--- src/rtl/pmsb_pkg.sv ---
package pmsb_pkg;

   localparam int PIX_W = 8;

   typedef enum logic [1:0] {
      MODE_CLEAR = 2'd0,
      MODE_START = 2'd1,
      MODE_DATA  = 2'd2,
      MODE_READ  = 2'd3
   } mode_type;

   typedef enum logic [1:0] {
      ST_IDLE,
      ST_WR0,
      ST_WR1,
      ST_CLEAR
   } state_type;

endpackage

--- src/rtl/page_mode_sprite_blitter.sv ---
// Monochrome page-mode frame store with sprite blit.
// Command channel: a beat is taken when start is high and busy is low;
// req_mode selects clear, sprite start, sprite data byte or read.
// Result channel: rsp_valid marks a one-cycle beat carrying a frame store
// byte with its page, column and last flag; the receiver cannot stall it.
// Sequencing per mode:
//   start  - no result; the block stays idle.
//   read   - result appears the cycle after the beat is taken.
//   data   - ST_WR0 then ST_WR1 when the shifted byte spills onto a
//            visible lower page (read-modify-write of two store words
//            via the single write port), else ST_WR0; idle if ignored.
//   clear  - ST_CLEAR zeroes all SCREEN_COLUMNS * SCREEN_PAGES words,
//            one store word written per cycle after the beat.
// Reset: synchronous; afterwards the block runs the same clearing sweep
// with busy high before taking its first beat.
// Read order is page-major and wraps to the first byte after the last.
module page_mode_sprite_blitter
   import pmsb_pkg::*;
#(
   parameter int SCREEN_COLUMNS = 84,
   parameter int SCREEN_PAGES   = 6
) (
   input  logic               clock,
   input  logic               reset,
   input  logic               start,
   output logic               busy,
   input  logic [1:0]         req_mode,
   input  logic signed [15:0] req_pos_x,
   input  logic signed [15:0] req_pos_y,
   input  logic [7:0]         req_sprite_width,
   input  logic [7:0]         req_sprite_height,
   input  logic               req_invert,
   input  logic [7:0]         req_sprite_byte,
   output logic               rsp_valid,
   output logic [7:0]         rsp_pixel_byte,
   output logic [2:0]         rsp_out_page,
   output logic [6:0]         rsp_out_column,
   output logic               rsp_frame_last
);

   localparam int STORE_SIZE = SCREEN_COLUMNS * SCREEN_PAGES;
   localparam int ADDR_W     = $clog2(STORE_SIZE);

   logic              mem_we;
   logic [ADDR_W-1:0] mem_waddr, mem_raddr;
   logic [PIX_W-1:0]  mem_wdata, mem_rdata;

   pmsb_ctrl #(
      .SCREEN_COLUMNS (SCREEN_COLUMNS),
      .SCREEN_PAGES   (SCREEN_PAGES),
      .ADDR_W         (ADDR_W)
   ) u_ctrl (
      .clock             (clock),
      .reset             (reset),
      .start             (start),
      .busy              (busy),
      .req_mode          (req_mode),
      .req_pos_x         (req_pos_x),
      .req_pos_y         (req_pos_y),
      .req_sprite_width  (req_sprite_width),
      .req_sprite_height (req_sprite_height),
      .req_invert        (req_invert),
      .req_sprite_byte   (req_sprite_byte),
      .mem_we            (mem_we),
      .mem_waddr         (mem_waddr),
      .mem_wdata         (mem_wdata),
      .mem_raddr         (mem_raddr),
      .mem_rdata         (mem_rdata),
      .rsp_valid         (rsp_valid),
      .rsp_out_page      (rsp_out_page),
      .rsp_out_column    (rsp_out_column),
      .rsp_frame_last    (rsp_frame_last)
   );

   pmsb_store #(
      .DEPTH  (STORE_SIZE),
      .ADDR_W (ADDR_W)
   ) u_store (
      .clock (clock),
      .we    (mem_we),
      .waddr (mem_waddr),
      .wdata (mem_wdata),
      .raddr (mem_raddr),
      .rdata (mem_rdata)
   );

   assign rsp_pixel_byte = mem_rdata;

endmodule

--- src/rtl/pmsb_store.sv ---
module pmsb_store
   import pmsb_pkg::*;
#(
   parameter int DEPTH  = 504,
   parameter int ADDR_W = 9
) (
   input  logic              clock,
   input  logic              we,
   input  logic [ADDR_W-1:0] waddr,
   input  logic [PIX_W-1:0]  wdata,
   input  logic [ADDR_W-1:0] raddr,
   output logic [PIX_W-1:0]  rdata
);

   logic [PIX_W-1:0] mem [DEPTH];
   logic [PIX_W-1:0] rdata_ff;

   always_ff @(posedge clock) begin
      if (we) begin
         mem[waddr] <= wdata;
      end
      rdata_ff <= mem[raddr];
   end

   assign rdata = rdata_ff;

endmodule

--- src/rtl/pmsb_ctrl.sv ---
module pmsb_ctrl
   import pmsb_pkg::*;
#(
   parameter int SCREEN_COLUMNS = 84,
   parameter int SCREEN_PAGES   = 6,
   parameter int ADDR_W         = 9
) (
   input  logic              clock,
   input  logic              reset,
   input  logic              start,
   output logic              busy,
   input  logic [1:0]        req_mode,
   input  logic signed [15:0] req_pos_x,
   input  logic signed [15:0] req_pos_y,
   input  logic [7:0]        req_sprite_width,
   input  logic [7:0]        req_sprite_height,
   input  logic              req_invert,
   input  logic [7:0]        req_sprite_byte,
   output logic              mem_we,
   output logic [ADDR_W-1:0] mem_waddr,
   output logic [PIX_W-1:0]  mem_wdata,
   output logic [ADDR_W-1:0] mem_raddr,
   input  logic [PIX_W-1:0]  mem_rdata,
   output logic              rsp_valid,
   output logic [2:0]        rsp_out_page,
   output logic [6:0]        rsp_out_column,
   output logic              rsp_frame_last
);

   localparam int STORE_SIZE = SCREEN_COLUMNS * SCREEN_PAGES;
   localparam int PAGE_W     = (SCREEN_PAGES > 1) ? $clog2(SCREEN_PAGES) : 1;
   localparam int COL_W      = $clog2(SCREEN_COLUMNS);

   state_type state_ff, state_in;

   logic signed [15:0] origin_x_ff, origin_y_ff;
   logic [7:0]         width_ff;
   logic [4:0]         pages_ff;
   logic               invert_ff;
   logic [7:0]         cur_col_ff;
   logic [4:0]         cur_page_ff;

   logic [PAGE_W-1:0]  rd_page_ff;
   logic [COL_W-1:0]   rd_col_ff;
   logic [ADDR_W-1:0]  clr_ff;

   logic [ADDR_W-1:0]  addr0_ff, addr1_ff;
   logic [PIX_W-1:0]   bits0_ff, bits1_ff;
   logic               wr0_en_ff, wr1_en_ff;

   logic               rsp_valid_ff, rsp_last_ff;
   logic [2:0]         rsp_page_ff;
   logic [6:0]         rsp_col_ff;

   logic               accept;
   logic [16:0]        col_sum;
   logic [13:0]        page0_sum, page1_sum;
   logic               col_ok, pg0_ok, pg1_ok, blit_ok;
   logic [2:0]         shift;
   logic [PIX_W-1:0]   pix;
   logic [15:0]        pix_wide;
   logic [ADDR_W-1:0]  addr0, addr1, rd_addr;
   logic               rd_last;
   logic [8:0]         col_next;
   logic [4:0]         h_pages;

   assign accept = start && (state_ff == ST_IDLE);

   assign col_sum   = {origin_x_ff[15], origin_x_ff} + {9'd0, cur_col_ff};
   assign page0_sum = {{1{origin_y_ff[15]}}, origin_y_ff[15:3]} + {9'd0, cur_page_ff};
   assign page1_sum = page0_sum + 14'd1;
   assign col_ok    = !col_sum[16] && (col_sum[15:0] < 16'(SCREEN_COLUMNS));
   assign pg0_ok    = !page0_sum[13] && (page0_sum[12:0] < 13'(SCREEN_PAGES));
   assign pg1_ok    = !page1_sum[13] && (page1_sum[12:0] < 13'(SCREEN_PAGES));
   assign blit_ok   = (width_ff != 8'd0) && (cur_page_ff < pages_ff);
   assign shift     = origin_y_ff[2:0];
   assign pix       = invert_ff ? ~req_sprite_byte : req_sprite_byte;
   assign pix_wide  = {8'd0, pix} << shift;

   assign addr0 = ADDR_W'(page0_sum[PAGE_W-1:0] * SCREEN_COLUMNS)
                + ADDR_W'(col_sum[COL_W-1:0]);
   assign addr1 = ADDR_W'(page1_sum[PAGE_W-1:0] * SCREEN_COLUMNS)
                + ADDR_W'(col_sum[COL_W-1:0]);
   assign rd_addr = ADDR_W'(rd_page_ff * SCREEN_COLUMNS) + ADDR_W'(rd_col_ff);
   assign rd_last = (rd_page_ff == PAGE_W'(SCREEN_PAGES - 1))
                 && (rd_col_ff == COL_W'(SCREEN_COLUMNS - 1));

   assign col_next = {1'b0, cur_col_ff} + 9'd1;
   assign h_pages  = (req_sprite_height[7:3] == 5'd0) ? 5'd1 : req_sprite_height[7:3];

   always_comb begin
      state_in = state_ff;
      unique case (state_ff)
         ST_IDLE: begin
            if (accept && req_mode == MODE_CLEAR) begin
               state_in = ST_CLEAR;
            end else if (accept && req_mode == MODE_DATA && blit_ok) begin
               state_in = ST_WR0;
            end
         end
         ST_WR0:   state_in = wr1_en_ff ? ST_WR1 : ST_IDLE;
         ST_WR1:   state_in = ST_IDLE;
         ST_CLEAR: state_in = (clr_ff == ADDR_W'(STORE_SIZE - 1)) ? ST_IDLE : ST_CLEAR;
         default:  state_in = ST_IDLE;
      endcase
   end

   always_comb begin
      mem_we    = 1'b0;
      mem_waddr = addr0_ff;
      mem_wdata = mem_rdata | bits0_ff;
      mem_raddr = addr0;
      unique case (state_ff)
         ST_IDLE: begin
            if (req_mode == MODE_READ) begin
               mem_raddr = rd_addr;
            end
         end
         ST_WR0: begin
            mem_we    = wr0_en_ff;
            mem_raddr = addr1_ff;
         end
         ST_WR1: begin
            mem_we    = 1'b1;
            mem_waddr = addr1_ff;
            mem_wdata = mem_rdata | bits1_ff;
         end
         ST_CLEAR: begin
            mem_we    = 1'b1;
            mem_waddr = clr_ff;
            mem_wdata = '0;
         end
         default: mem_we = 1'b0;
      endcase
   end

   always_ff @(posedge clock) begin
      if (reset) begin
         state_ff     <= ST_CLEAR;
         clr_ff       <= '0;
         origin_x_ff  <= '0;
         origin_y_ff  <= '0;
         width_ff     <= '0;
         pages_ff     <= 5'd1;
         invert_ff    <= 1'b0;
         cur_col_ff   <= '0;
         cur_page_ff  <= '0;
         rd_page_ff   <= '0;
         rd_col_ff    <= '0;
         rsp_valid_ff <= 1'b0;
         wr0_en_ff    <= 1'b0;
         wr1_en_ff    <= 1'b0;
      end else begin
         state_ff     <= state_in;
         rsp_valid_ff <= accept && req_mode == MODE_READ;
         if (state_ff == ST_CLEAR) begin
            clr_ff <= clr_ff + ADDR_W'(1);
         end
         if (accept) begin
            case (req_mode)
               MODE_CLEAR: begin
                  clr_ff     <= '0;
                  rd_page_ff <= '0;
                  rd_col_ff  <= '0;
               end
               MODE_START: begin
                  origin_x_ff <= req_pos_x;
                  origin_y_ff <= req_pos_y;
                  width_ff    <= req_sprite_width;
                  pages_ff    <= h_pages;
                  invert_ff   <= req_invert;
                  cur_col_ff  <= '0;
                  cur_page_ff <= '0;
               end
               MODE_DATA: begin
                  if (blit_ok) begin
                     wr0_en_ff <= col_ok && pg0_ok;
                     wr1_en_ff <= col_ok && pg1_ok && (shift != 3'd0);
                     if (col_next >= {1'b0, width_ff}) begin
                        cur_col_ff  <= '0;
                        cur_page_ff <= cur_page_ff + 5'd1;
                     end else begin
                        cur_col_ff <= col_next[7:0];
                     end
                  end
               end
               default: begin
                  if (rd_last) begin
                     rd_page_ff <= '0;
                     rd_col_ff  <= '0;
                  end else if (rd_col_ff == COL_W'(SCREEN_COLUMNS - 1)) begin
                     rd_col_ff  <= '0;
                     rd_page_ff <= rd_page_ff + PAGE_W'(1);
                  end else begin
                     rd_col_ff <= rd_col_ff + COL_W'(1);
                  end
               end
            endcase
         end
      end
   end

   always_ff @(posedge clock) begin
      if (accept) begin
         addr0_ff    <= addr0;
         addr1_ff    <= addr1;
         bits0_ff    <= pix_wide[7:0];
         bits1_ff    <= pix_wide[15:8];
         rsp_page_ff <= 3'(rd_page_ff);
         rsp_col_ff  <= 7'(rd_col_ff);
         rsp_last_ff <= rd_last;
      end
   end

   assign busy           = (state_ff != ST_IDLE);
   assign rsp_valid      = rsp_valid_ff;
   assign rsp_out_page   = rsp_page_ff;
   assign rsp_out_column = rsp_col_ff;
   assign rsp_frame_last = rsp_last_ff;

   a_rsp_from_read: assert property (@(posedge clock) disable iff (reset)
      rsp_valid_ff |-> $past(accept && req_mode == MODE_READ))
      else $error("response without read beat");

   a_wr1_after_wr0: assert property (@(posedge clock) disable iff (reset)
      (state_ff == ST_WR1) |-> $past(state_ff == ST_WR0))
      else $error("second page write out of order");

   a_cursor_bound: assert property (@(posedge clock) disable iff (reset)
      cur_page_ff <= pages_ff)
      else $error("sprite cursor overran page count");

   a_clear_bound: assert property (@(posedge clock) disable iff (reset)
      (state_ff == ST_CLEAR) |-> (clr_ff < ADDR_W'(STORE_SIZE)))
      else $error("clear sweep beyond store");

endmodule
--- config.mk ---
export PLATFORM = sky130hd
export DESIGN_NAME = page_mode_sprite_blitter
export DESIGN_NICKNAME = d
export VERILOG_FILES = /design/src/rtl/pmsb_pkg.sv /design/src/rtl/page_mode_sprite_blitter.sv /design/src/rtl/pmsb_store.sv /design/src/rtl/pmsb_ctrl.sv
export SDC_FILE = /design/constraint.sdc
export NUM_CORES = 2
export LEC_CHECK = 0
export ABC_CLOCK_PERIOD_IN_PS = 22200
export CORE_ASPECT_RATIO = 0.8
export CORE_MARGIN = 2
export CORE_UTILIZATION = 55
export DETAILED_ROUTE_END_ITERATION = 8
export DONT_BUFFER_PORTS = 1
export PLACE_DENSITY = 0.67
export SLEW_MARGIN = 20
export SYNTH_ARGS = -nofsm -noshare
export SYNTH_HDL_FRONTEND = slang
export SYNTH_SLANG_ARGS = --single-unit
--- constraint.sdc ---
create_clock -name clock -period 22.2 [get_ports clock]
set_input_delay 3.33 -clock clock [delete_from_list [all_inputs] [get_ports clock]]
set_output_delay 3.33 -clock clock [all_outputs]
set_load 0.02 [all_outputs]
==> impl_metrics.yaml <==
synthesis:
  synth.area.top_cells: "edfxtp_1 74%, mux4_2 10%, nand2_1 2.7%"
  ys_seq_area_share_pct: 75.29
  synth_warnings: 0
  synth_fp_nets: 9483
  ys_types: 86
  ys_ff_latch: 4165
  syn_avg_cell_area_um2: 17.63
  synthArstFlopShare_pct: 0
  synth_top_cell_by_area: "edfxtp_1"
  synth_area_um2: 164900
  synthCells: 9355
  synth_ff_type: "edfxtp_1"
  netlist.area_leader.share_pct: 74.18
  synth-edff-count: 4074
setup_path:
  ff2ff_path_depth: 17
  crit_chain: "ha_1 -> o21bai_4 -> a221oi_4 -> buf_4 -> buf_12 -> buf_4 -> buf_4 -> buf_4 -> mux4_2 -> a22oi_1 -> a21oi_1 -> a2111oi_1 -> nand2_1 -> o21ai_0 -> nor4_1"
  cp-end-kind: "register"
  startpoint_type: "primary input"
  rr_startpoint: "u_ctrl.cur_col_ff[0]$_SDFFE_PP0P_"
  crit_path_start: "req_mode[0]"
  cp_max_fo: 75
  cp.required_ps: 22950
  critPathKind: "in2reg"
  critPathSlowestCell: "a2111oi_1"
  crit_top_cell: "buf_4"
  crit_arrival_ps: 10000
  critPathMaxStageDelay_ps: 930
sta:
  holdWs_ps: 466.0
  fin_skew_ps: 39.36
  rsz0062_at_grt: "false"
  tightest_slew_ps: 1401
  slew_viol_final: 0
  fin_ws_ps: 12950
  fmax_mhz: 108.1
  min_period_over_period_pct: 41.65
  min_period_ps: 9247
  finalHoldViolCount: 0
  finalSetupViolations: 0
  max_slew_margin_pct: 6.268
  finalSetupTns_ps: 0
drt:
  drt-met1-wl_um: 182000
  dr.first_iter.drc_count: 16770
  wl_met3_um: 76260
  totalWireLength_um: 494100
  first_pass_iters: 7
  dr_wl_met2_um: 212600
  num_vias: 94330
  wl_per_cell_um: 36.02
  via_per_inst: 6.878
  drc: 0
  highest_layer: "met5"
  antenna_left: 0
cts:
  clock_latency_ps: 920
  cts_sinks: 4165
  clk_pin_slew_ps: 60
  cts-root-buf: "clkbuf_16"
  numCtsBuffers: 388
  htreeDepth: 5
  postCtsHoldBufs: 0
  post_cts_buffers: 0
  cts_resized: 0
  cts_buffer_depth: 4
  cts_tree: "done"
power_and_ir_drop:
  leakagePower_nw: 51.79
  p_clk_share_pct: 43.5
  switching_share_pct: 19.76
  power.switching_w: 0.003040
  p_per_area_nw_per_um2: 84.50
  max-vdd-ir-drop_uv: 62.43
  intPower_w: 0.01234
  pwr-share-comb_pct: 1.0
  power_frac_seq_pct: 55.5
floorplan:
  start_util_pct: 55.36
  dieWidth_um: 616.2
  pin_count: 83
  die_h_um: 493.8
  core_um2: 297900
  die-area_um2: 304300
  fp-row-count: 179
worst_hold_path:
  hp-class: "reg2reg"
  worstHoldStart: "u_ctrl.pages_ff[2]$_SDFFE_PP0P_"
  holdPathStages: 2
layout:
  layout.cells.most_common_list: "4074 x edfxtp_1, 1145 x nand2_1, 754 x mux4_2"
  drive_above_1_share_pct: 16.74
  area.growth.synth_to_final_pct: 10.39
  final_nets: 9529
  final_common_cell: "edfxtp_1"
global_routing:
  grt_start_max_net_pins: 230
  grt_use_total_pct: 32.27
  grt_first_pass_wirelength_um: 688200
  grt_pass1_vias: 89080
  overflow: 0
  antenna_found_initial: 39
placed_design:
  gp_congestion: 0.8965
  post-place-ws_ps: 11940
  port_buffers: 0
  hpwl_um: 289400
outcome:
  run_status: "complete, no violations"
flow_run:
  maxCapViolCount: 0
[kinds of logic after synthesis]
kind of cell             synth area share (%)
AO/OA/AOI/OAI                           4.125
XOR/XNOR                               0.3187
adder cells (fa/ha/maj)                0.5235
buffers and inverters                   1.945
flip-flops                              75.29
multiplexers                            11.58
AND/OR/NAND/NOR                         6.221
[power groups by stage]
stage,Combinational [W],Clock (W),Sequential [W]
3_3_place_gp,0.000138,0,0.00871
5_1_grt,0.000147,0.00701,0.00854
4_1_cts,0.000141,0.00670,0.00854
2_1_floorplan,0.0000599,0,0.00872
3_5_place_dp,0.000140,0,0.00871
6_report,0.000149,0.00669,0.00854
[routing by layer]
| layer | vias up | track usage, % |
|---|---|---|
| met5 | - | 0 |
| met3 | 1131 | 10.72 |
| li1 | 37260 | - |
| met4 | 28 | 13.02 |
| met2 | 7359 | 45.77 |
| met1 | 48540 | 46.51 |
[state kept, by name (all words and copies together), names as in the netlist, 5 cells and up]
signal,cells
u_ctrl.addr0_ff,7
u_ctrl.addr1_ff,9
u_ctrl.bits0_ff,8
u_ctrl.bits1_ff,7
u_ctrl.clr_ff,9
u_ctrl.cur_col_ff,8
u_ctrl.cur_page_ff,5
u_ctrl.origin_x_ff,16
u_ctrl.origin_y_ff,16
u_ctrl.pages_ff,5
u_ctrl.rd_col_ff,7
u_ctrl.rsp_out_column,7
u_ctrl.width_ff,8
u_store.mem,4032
u_store.rdata,8
[final timing paths]
kind | endpoint | slack [ps]
worst max register to register | u_store.rdata[1]$_DFF_P_ | 14200
worst max-delay path | u_store.rdata[2]$_DFF_P_ | 12950
worst min-delay path | u_ctrl.pages_ff[2]$_SDFFE_PP0P_ | 470
worst min register to register | u_ctrl.pages_ff[2]$_SDFFE_PP0P_ | 470
[worst max-delay path: cells and delay by family]
family / cells / cell delay [ps]
buf+inv: 5 / 2890
compound gates: 6 / 2230
fa+ha+maj: 1 / 330
mux: 1 / 590
simple gates: 2 / 410
[metrics by stage]
stage                     std cells  total power, W  instance area, µm²  utilization [%]
final                         13720         0.01538              182000            61.12
after global routing          13700         0.01569              182000            61.10
after CTS                     13690         0.01538              181900            61.07
after detailed placement      12990        0.008851              169400            56.87
after global placement        12990        0.008848              169400            56.87
after floorplan                9355        0.008782              164900                -
[Yosys cell counts (12+ instances only)]
cell type / n
edfxtp_1: 4074
nand2_1: 1173
mux4_2: 754
nor2_1: 652
a21oi_1: 402
nand3_1: 293
clkbuf_1: 233
mux2i_1: 205
buf_2: 136
a22oi_1: 120
o21ai_0: 111
nor3_1: 99
dfxtp_1: 91
buf_1: 73
a31oi_1: 66
buf_4: 64
ha_1: 61
nand4_1: 61
o22ai_1: 58
buf_6: 54
a32oi_1: 51
inv_1: 47
o221ai_1: 39
and3_1: 37
nor4_1: 37
xor2_1: 34
xnor2_1: 26
a211oi_1: 24
a21o_1: 22
a221oi_1: 21
a22o_1: 15
o211ai_1: 14
o21bai_1: 13
nand2b_1: 12
[layout make-up]
class                           instances  area, µm²
Sequential cell                      4165     124200
Tap cell                             3982       4982
Fill cell                           21080     115800
Timing Repair Buffer                  222       2007
Multi-Input combinational cell       4575      38150
Inverter                               49      185.2
Antenna cell                           19      47.55
Clock buffer                          474      10370
Clock inverter                        229       2147
Note: power is estimated with default switching activity, not from simulation.
